===== src/hw/rtl/dhc_pkg.sv =====
`default_nettype none
package dhc_pkg;

  typedef enum logic [1:0] {
    REG_MAX_DISP   = 2'd0,
    REG_SATURATION = 2'd1,
    REG_VALUE      = 2'd2
  } reg_index_t;

  typedef enum logic [2:0] {
    SECTOR_0 = 3'd0,
    SECTOR_1 = 3'd1,
    SECTOR_2 = 3'd2,
    SECTOR_3 = 3'd3,
    SECTOR_4 = 3'd4,
    SECTOR_5 = 3'd5
  } sector_t;

  // Per-stage advance enables for the channel back end.
  typedef struct packed {
    logic mul;
    logic scale;
    logic out;
  } dhc_adv_t;

  // One full channel: 65536 * 60.
  localparam logic [21:0] DENOM = 22'd3932160;
  // 256 * 60, the numerator term for 1.0 ahead of the value multiply.
  localparam logic signed [16:0] FULL_TERM = 17'sd15360;
  // ceil(2^20 / 60): exact floor division by 60 for inputs up to 15300.
  localparam logic [14:0] RECIP_60 = 15'd17477;
  localparam int RECIP_SHIFT = 20;

endpackage
`default_nettype wire


===== src/hw/rtl/dhc_chan.sv =====
`default_nettype none
module dhc_chan (
  input  logic                    clk,
  input  dhc_pkg::dhc_adv_t       adv,
  input  logic [8:0]              value_q8,
  input  logic signed [16:0]      term,
  output logic [7:0]              level
);
  import dhc_pkg::*;

  logic signed [26:0] prod;
  logic [21:0]        clamped;
  logic [29:0]        scaled;
  logic [13:0]        coarse;
  logic [27:0]        recip_prod;

  assign prod = $signed({1'b0, value_q8}) * term;

  always_ff @(posedge clk) begin
    if (adv.mul) begin
      if (prod[26]) begin
        clamped <= '0;
      end else if (prod[25:0] > 26'(DENOM)) begin
        clamped <= DENOM;
      end else begin
        clamped <= prod[21:0];
      end
    end
  end

  // x * 255, then drop the 2^16 part of the denominator
  assign scaled = {clamped, 8'b0} - {8'b0, clamped};

  always_ff @(posedge clk) begin
    if (adv.scale) begin
      coarse <= scaled[29:16];
    end
  end

  assign recip_prod = 28'(coarse) * 28'(RECIP_60);

  always_ff @(posedge clk) begin
    if (adv.out) begin
      level <= recip_prod[RECIP_SHIFT +: 8];
    end
  end

endmodule
`default_nettype wire


===== src/hw/rtl/disparity_hue_colorizer.sv =====
`default_nettype none
// Disparity to colour mapping: one 8-bit disparity pixel in, one blue/green/red
// pixel out, one transaction per clock sustained while out_stall is low, in a
// nine-stage pipeline: one stage forms the hue numerator, four stages resolve
// the hue quotient (max_disp - d) * 240 / max_disp two bits at a time, one stage
// selects the HSV sector terms, and three per-channel stages apply the value
// multiply, clamp and x255 scaling. Disparity 0, or max_disp 0, gives black; a
// disparity above max_disp gives hue 0. Registers (max_disp, saturation_q8,
// value_q8) are written through cfg_wen/cfg_index/cfg_data; the user must write
// them only while no pixel is in flight, and the block does not enforce this.
// A stall on the output holds the pipeline only as far back as it is full.
module disparity_hue_colorizer (
  input  logic       clk,
  input  logic       rst,
  input  logic       cfg_wen,
  input  logic [1:0] cfg_index,
  input  logic [8:0] cfg_data,
  input  logic       in_valid,
  output logic       in_stall,
  input  logic [7:0] disparity,
  output logic       out_valid,
  input  logic       out_stall,
  output logic [7:0] blue,
  output logic [7:0] green,
  output logic [7:0] red
);
  import dhc_pkg::*;

  localparam int Stages    = 9;
  localparam int DivStages = 4;
  localparam int SectStage = DivStages + 2;
  localparam logic [5:0] SectorWidth = 6'd60;

  logic [7:0] max_disp;
  logic [8:0] saturation_q8;
  logic [8:0] value_q8;

  always_ff @(posedge clk) begin
    if (rst) begin
      max_disp      <= 8'd255;
      saturation_q8 <= 9'd256;
      value_q8      <= 9'd256;
    end else if (cfg_wen) begin
      case (reg_index_t'(cfg_index))
        REG_MAX_DISP:   max_disp      <= cfg_data[7:0];
        REG_SATURATION: saturation_q8 <= cfg_data;
        REG_VALUE:      value_q8      <= cfg_data;
        default: ;
      endcase
    end
  end

  // handshake: a stage advances when empty or when the one after it advances
  logic [Stages:1] vld;
  logic [Stages:1] en;

  always_comb begin
    en[Stages] = !vld[Stages] || !out_stall;
    for (int i = Stages - 1; i >= 1; i--) begin
      en[i] = !vld[i] || en[i+1];
    end
  end

  assign in_stall  = !en[1];
  assign out_valid = vld[Stages];

  always_ff @(posedge clk) begin
    if (rst) begin
      vld <= '0;
    end else begin
      if (en[1]) begin
        vld[1] <= in_valid;
      end
      for (int i = 2; i <= Stages; i++) begin
        if (en[i]) begin
          vld[i] <= vld[i-1];
        end
      end
    end
  end

  // stage 1 numerator, stages 2..5 hue division
  logic [15:0] rem_q   [0:DivStages];
  logic [7:0]  quot_q  [0:DivStages];
  logic        blank_q [0:DivStages];
  logic [16:0] step_hi [0:DivStages-1];
  logic [16:0] step_lo [0:DivStages-1];
  logic [7:0]  span;

  function automatic logic [16:0] div_step(input logic [15:0] r, input logic [7:0] m,
                                           input int b);
    logic [15:0] ms;
    ms = 16'({8'b0, m} << b);
    if (r >= ms) begin
      return {1'b1, 16'(r - ms)};
    end
    return {1'b0, r};
  endfunction

  assign span = (disparity > max_disp) ? 8'd0 : 8'(max_disp - disparity);

  always_comb begin
    for (int k = 0; k < DivStages; k++) begin
      step_hi[k] = div_step(rem_q[k], max_disp, 7 - 2 * k);
      step_lo[k] = div_step(step_hi[k][15:0], max_disp, 6 - 2 * k);
    end
  end

  always_ff @(posedge clk) begin
    if (en[1]) begin
      // span * 240 = span * 256 - span * 16
      rem_q[0]   <= {span, 8'b0} - {4'b0, span, 4'b0};
      quot_q[0]  <= '0;
      blank_q[0] <= (disparity == 8'd0) || (max_disp == 8'd0);
    end
    for (int k = 0; k < DivStages; k++) begin
      if (en[k+2]) begin
        rem_q[k+1]   <= step_lo[k][15:0];
        quot_q[k+1]  <= {quot_q[k][5:0], step_hi[k][16], step_lo[k][16]};
        blank_q[k+1] <= blank_q[k];
      end
    end
  end

  // stage 6: sector select and saturation terms
  logic [7:0]         hue;
  logic [7:0]         base;
  sector_t            sector;
  logic [5:0]         frac;
  logic [14:0]        rs;
  logic [14:0]        trs;
  logic signed [9:0]  one_minus_s;
  logic signed [16:0] p_term;
  logic signed [16:0] q_term;
  logic signed [16:0] t_term;
  logic signed [16:0] b_sel;
  logic signed [16:0] g_sel;
  logic signed [16:0] r_sel;
  logic signed [16:0] b_term;
  logic signed [16:0] g_term;
  logic signed [16:0] r_term;

  assign hue = quot_q[DivStages];

  always_comb begin
    if (hue >= 8'd240) begin
      sector = SECTOR_4;
      base   = 8'd240;
    end else if (hue >= 8'd180) begin
      sector = SECTOR_3;
      base   = 8'd180;
    end else if (hue >= 8'd120) begin
      sector = SECTOR_2;
      base   = 8'd120;
    end else if (hue >= 8'd60) begin
      sector = SECTOR_1;
      base   = 8'd60;
    end else begin
      sector = SECTOR_0;
      base   = 8'd0;
    end
    frac        = 6'(hue - base);
    rs          = 15'(frac) * 15'(saturation_q8);
    trs         = 15'(SectorWidth - frac) * 15'(saturation_q8);
    one_minus_s = 10'sd256 - $signed({1'b0, saturation_q8});
    p_term      = one_minus_s * 17'sd60;
    q_term      = FULL_TERM - $signed(17'(rs));
    t_term      = FULL_TERM - $signed(17'(trs));
    case (sector)
      SECTOR_0: begin b_sel = p_term;    g_sel = t_term;    r_sel = FULL_TERM; end
      SECTOR_1: begin b_sel = p_term;    g_sel = FULL_TERM; r_sel = q_term;    end
      SECTOR_2: begin b_sel = t_term;    g_sel = FULL_TERM; r_sel = p_term;    end
      SECTOR_3: begin b_sel = FULL_TERM; g_sel = q_term;    r_sel = p_term;    end
      SECTOR_4: begin b_sel = FULL_TERM; g_sel = p_term;    r_sel = t_term;    end
      default:  begin b_sel = q_term;    g_sel = p_term;    r_sel = FULL_TERM; end
    endcase
  end

  always_ff @(posedge clk) begin
    if (en[SectStage]) begin
      b_term <= blank_q[DivStages] ? 17'sd0 : b_sel;
      g_term <= blank_q[DivStages] ? 17'sd0 : g_sel;
      r_term <= blank_q[DivStages] ? 17'sd0 : r_sel;
    end
  end

  // stages 7..9 per channel
  dhc_adv_t adv;

  assign adv.mul   = en[SectStage+1];
  assign adv.scale = en[SectStage+2];
  assign adv.out   = en[SectStage+3];

  dhc_chan u_chan_blue (
    .clk      (clk),
    .adv      (adv),
    .value_q8 (value_q8),
    .term     (b_term),
    .level    (blue)
  );

  dhc_chan u_chan_green (
    .clk      (clk),
    .adv      (adv),
    .value_q8 (value_q8),
    .term     (g_term),
    .level    (green)
  );

  dhc_chan u_chan_red (
    .clk      (clk),
    .adv      (adv),
    .value_q8 (value_q8),
    .term     (r_term),
    .level    (red)
  );

endmodule
`default_nettype wire


===== config.mk =====
export PLATFORM = sky130hd
export DESIGN_NAME = disparity_hue_colorizer
export DESIGN_NICKNAME = d
export VERILOG_FILES = /design/src/hw/rtl/dhc_pkg.sv /design/src/hw/rtl/dhc_chan.sv /design/src/hw/rtl/disparity_hue_colorizer.sv
export SDC_FILE = /design/constraint.sdc
export NUM_CORES = 2
export LEC_CHECK = 0
export ABC_AREA = 1
export BUFFER_PORTS_ARGS = -buffer_cell sky130_fd_sc_hd__buf_4
export CAP_MARGIN = 40
export CORE_ASPECT_RATIO = 0.7
export CORE_MARGIN = 2
export CORE_UTILIZATION = 45
export CTS_CLUSTER_DIAMETER = 30
export DETAILED_ROUTE_END_ITERATION = 7
export PLACE_DENSITY = 0.71
export SYNTH_ARGS = -nofsm -noshare
export SYNTH_HDL_FRONTEND = slang
export SYNTH_HIERARCHICAL = 1
export SYNTH_SLANG_ARGS = --single-unit

===== constraint.sdc =====
create_clock -name clk -period 8.5 [get_ports clk]
set_clock_uncertainty 0.15 [all_clocks]
set_input_delay 0.425 -clock clk [delete_from_list [all_inputs] [get_ports clk]]
set_output_delay 0.425 -clock clk [all_outputs]
set_load 0.05 [all_outputs]

; ---- After elaboration in Yosys (flattened, before gate mapping)
; Memories as Yosys holds them, arrays and structs flattened.
; Cells that the tools add are included.
; W data, S select, Z words.
[op_classes]
add_sub_neg = 18
n_mul = 9
div = 0
n_lt_le_gt_ge = 16
n_eq_ne = 6
n_shift = 0
n_mux = 49
bitwise_logic = 0
reduce_logical = 35
[ops]
columns = op, count
row1 = $mux W17, 16
row2 = $pmux W17 S3, 3
row3 = $sub A30 B22 Y30, 3
row4 = $mul A14 B15 Y28 const B, 3
row5 = $mul A10 B17 Y27, 3
row6 = $gt A26 B22 Y1 const B, 3
row7 = $mux W22, 3
row8 = $sub A14 B15 Y16 const A, 2
row9 = $sub A16 B12 Y16, 2
row10 = $mux W6, 4
row11 = $mux W1, 19
row12 = $ge A16 B10 Y1, 1
row13 = $ge A16 B11 Y1, 1
row14 = $ge A16 B12 Y1, 1
row15 = $ge A16 B13 Y1, 1
row16 = $ge A16 B14 Y1, 1
row17 = $ge A16 B15 Y1, 1
row18 = $ge A16 B8 Y1, 1
row19 = $ge A16 B9 Y1, 1
row20 = $ge A8 B8 Y1 const B, 2
row21 = $logic_not A8 Y1, 2
row22 = $sub A16 B10 Y16, 1
row23 = $sub A16 B11 Y16, 1
row24 = $sub A16 B13 Y16, 1
row25 = other kinds (28), 57
[totals]
regBits = 218
latch_bits = 0
ram_bits = 125
rom_bits = 0
in_bits = 24
out_inout_bits = 26
elab_cells = 163
n_memories = 3
[memory_table]
columns = memory, depth, width, read_ports, rd_ports_with_merged_regs, wr, line_no
row1 = rem_q, 5, 16, 4, 0, 5, disparity_hue_colorizer.sv:83  ; logic [15:0] rem_q [0:DivStages];
row2 = quot_q, 5, 8, 5, 0, 5, disparity_hue_colorizer.sv:84  ; logic [7:0] quot_q [0:DivStages];
row3 = blank_q, 5, 1, 5, 0, 5, disparity_hue_colorizer.sv:85  ; logic blank_q [0:DivStages];

; ---- Depth between registers and ports, before layout
[depth]
ltp_word = 12
ltp_mapped = 42
depth_no_buf = 41

; ---- Modules after synthesis
; The synthesis kept the hierarchy.
[by_module_without_submodules]
columns = module, instances, cells_per_inst, area_per_inst_um2, seq_area_each_um2
row1 = dhc_chan at u_chan_blue ..., 2, 1388, 10736.5, 1321.3
row2 = disparity_hue_colorizer, 1, 2270, 17026.3, 4484.3
row3 = dhc_chan at u_chan_red, 1, 1390, 10791.6, 1321.3

; ---- Least setup slack after synthesis
; Ideal clock, no wire load.
[synth_path]
kind = reg-to-output
start = register vld[9] in the netlist's numbering
end = output in_stall
arrival_time_ns = 6.401
required_ns = 7.925
path_slack_ns = 1.524
stages_incl_launch_ff = 15
n_path_buf = 0
path_cell_list = dfxtp_1 nand2_1 nor2_1 inv_1 nor2_1 inv_1 nor2_1 inv_1 nor2_1 inv_1 nor2_1 nand2_1 nor2_1 nand2_1 inv_1
[synth_lines]
columns = element, line_no
row1 = "start, declared", disparity_hue_colorizer.sv:54  ; logic [Stages:1] vld;
row2 = "start signal, assigned by index", disparity_hue_colorizer.sv:76  ; vld[i] <= vld[i-1];
row3 = "end, declared", disparity_hue_colorizer.sv:19  ; output logic in_stall,

==> metrics.yaml <==
sta:
  finalMaxSlewViolations: 0
  maxSlewHeadroom: 0.383
  fin_crit_sh: 0.935
  fmax_mhz: 126
  tightest_slew_ns: 0.923
  fin_crit_ns: 7.94
  fin_setup_tns_ns: 0
  setup_violations: 0
  rsz0062_at_grt: "no"
  finalHoldViolCount: 0
drt:
  post_drt_wl_per_cell_um: 15.5
  routed_via_density: 5.10
  dr.pass1.iters: 6
  drc: 0
  antenna_left: 0
  routed_wl_um: 123000
  routed-via-count: 40500
  drtIter0Drc: 2930
synthesis:
  ys_warn_count: 6
  netlist_instances: 6436
  seq_area_frac_synth: 0.171
  synth_seq_cells: 293
  synth.distinct_cells: 62
  synth_fp_nets: 7643
  ys_async_sr_fraction: 0
  synth_edf_count: 258
  synth_area_leaders: "fa_1 (22%), ha_1 (16%), edfxtp_1 (16%), nand2_1 (12%), inv_1 (12%)"
  syn_area_um2: 49300
  synth_top_area_share: 0.216
  yosysTopAreaCell: "fa_1"
  ys_dominant_reg_cell: "edfxtp_1"
  syn_area_per_cell_um2: 7.66
setup_path:
  crit_family: "adder cells"
  worstSetupStartpointType: "register"
  worstPathRequired_ns: 8.88
  arrival_ns: 8.33
  r2r_cells: 37
  crit_buf_inv: 11
  crit_top_cell: "inv_1"
  worstPathMaxFanout: 11
  path_class: "reg -> reg"
  slowest_delay_ns: 0.70
  end_kind: "register"
  critical-path-slowest-cell: "fa_2"
  path_depth: 37
clock_tree:
  tritoncts: "yes"
  clockRootBuffer: "clkbuf_16"
  clock_latency_ns: 0.66
  cts_buffers: 61
  cts.sinks: 293
  h-tree-depth: 2
  postCtsSetupBuffers: 0
  clk_pin_slew_ns: 0.06
  ctsLongestPathBuffers: 3
die:
  coreArea_um2: 109000
  die_w_um: 400
  rows: 101
  initial_core_util: 0.454
  chipHeight_um: 281
  io_pins: 50
  dieArea_um2: 112000
placed_design:
  place_congestion: 0.980
  io_buffers: 49
  hpwl_um: 102000
final_layout:
  n_antenna_cell: 0
  drive_gt1_frac: 0.0539
  nFillCells: 10400
  final_nets: 7654
  areaGrowthSynthToFinish_pct: 8.40
global_route:
  grt_max_degree: 55
  antenna_found_initial: 1
  grt_use_total: 0.225
  grt_first_pass_wirelength_um: 206000
  gr-total-overflow: 0
  grt_pass1_vias: 40300
status:
  status: "finished, final reports clean"
min_path:
  hold_depth: 3
  hp-class: "in -> reg"
run:
  maxCapViolCount: 0
state kept, by name, summed over array words and instances, names as in the netlist:
| name | cells |
|---|---|
| u_chan_red/level | 8 |
| u_chan_green/level | 8 |
| g_term | 17 |
| max_disp | 8 |
| u_chan_blue/clamped | 22 |
| value_q8 | 9 |
| b_term | 17 |
| u_chan_green/coarse | 14 |
| u_chan_green/clamped | 22 |
| u_chan_red/coarse | 14 |
| rem_q | 50 |
| u_chan_red/clamped | 22 |
| quot_q | 20 |
| vld | 9 |
| u_chan_blue/coarse | 14 |
| blank_q | 5 |
| r_term | 17 |
| saturation_q8 | 9 |
| u_chan_blue/level | 8 |
what timing repair did:
| action | in CTS | in global routing |
|---|---|---|
| endpoints found under the setup margin | 0 | 11 |
| hold buffers | 14 | 0 |
| resized for setup | 0 | 2 |
| endpoints found under the hold margin | 35 | 0 |
synth_stat cells, drive strengths merged, types with 17 or more instances:
| cell | count |
|---|---|
| ha | 650 |
| dfxtp | 35 |
| edfxtp | 258 |
| a21oi | 292 |
| o21a | 19 |
| nand4 | 89 |
| a31oi | 23 |
| buf | 26 |
| inv | 1530 |
| o21ai | 183 |
| fa | 533 |
| a21o | 18 |
| xor2 | 121 |
| nor2 | 417 |
| nor3 | 55 |
| o211ai | 18 |
| o21bai | 17 |
| clkbuf | 125 |
| nand3b | 25 |
| nand2 | 1559 |
| xnor2 | 61 |
| or2 | 19 |
| nand3 | 302 |
tightest hold or removal path, delay by kind of cell:
| kind | cells | cell delay [ns] |
|---|---|---|
| simple gates | 1 | 0.16 |
| buf+inv | 1 | 0.11 |
| compound gates | 1 | 0.10 |
final timing paths:
path,from,to,slack (ns)
worst max-delay path,quot_q[0][29],r_term[16],0.56
worst min-delay path,out_stall,vld[9],0.08
worst max register to register,quot_q[0][29],r_term[16],0.56
worst min register to register,quot_q[0][9],quot_q[0][19],0.26
layer usage:
layer,track usage,part of all wire,vias to the layer above,wire length [µm]
li1,-,-,20000,-
met4,0.0401,0.014,2,1730
met2,0.340,0.42,1159,51600
met1,0.335,0.49,19200,60700
met3,0.0434,0.075,125,9220
met5,0,0.000089,-,11
logic make-up (layout without fill, tap and decap cells):
family / Yosys count / after routing / share of synthesized area
XOR/XNOR: 182 / 182 / 0.0326
flip-flops: 293 / 293 / 0.171
buffers and inverters: 1687 / 1749 / 0.130
adder cells (fa/ha/maj): 1183 / 1183 / 0.381
AND/OR/NAND/NOR: 2488 / 2488 / 0.216
AO/OA/AOI/OAI: 603 / 603 / 0.0687
final cells by class:
class	instances	area, µm²	share of cell area
inverters	1536	5770	0.108
multi-input cells	4456	34400	0.645
clock buffers	67	1610	0.0302
flip-flops and latches	293	8460	0.158
clock inverters	47	469	0.00878
repair buffers	99	881	0.0165
well taps	1442	1800	0.0338
per-stage QoR:
stage,setup WS (ns),cells,hold WS [ns],util,area [µm²]
floorplan,1.52,6436,0.250,-,49300
global placement,0.646,7804,0.256,0.470,51100
detailed placement,0.503,7810,0.255,0.472,51200
CTS,0.533,7938,0.0398,0.492,53400
global route,0.0508,7940,0.0872,0.492,53400
finish,0.555,7940,0.0758,0.492,53400
cells in the final DEF, fill, tap and decap left out, types with 9 or more instances in the layout:
master,n
o21ai_1,9
buf_4,77
nand3b_1,25
o21a_1,19
nand4_1,87
inv_2,11
o21ai_0,167
o21bai_1,16
a31oi_1,23
nand3_2,13
clkinv_1,12
a21oi_1,289
clkbuf_16,63
dlygate4sd3_1,14
dfxtp_2,9
and2_1,9
dfxtp_1,26
a21o_1,18
edfxtp_1,258
xnor2_1,61
fa_1,532
nand3_1,285
ha_1,650
nand2_2,31
nor2_1,371
nand2_1,1526
xor2_1,119
inv_1,1519
nor3_1,49
nor2_2,37
or2_2,19
o211ai_1,18
Power is left out: the tool's default activity adds up to more than one toggle a clock period on the data nets, which glitch-free logic cannot reach.
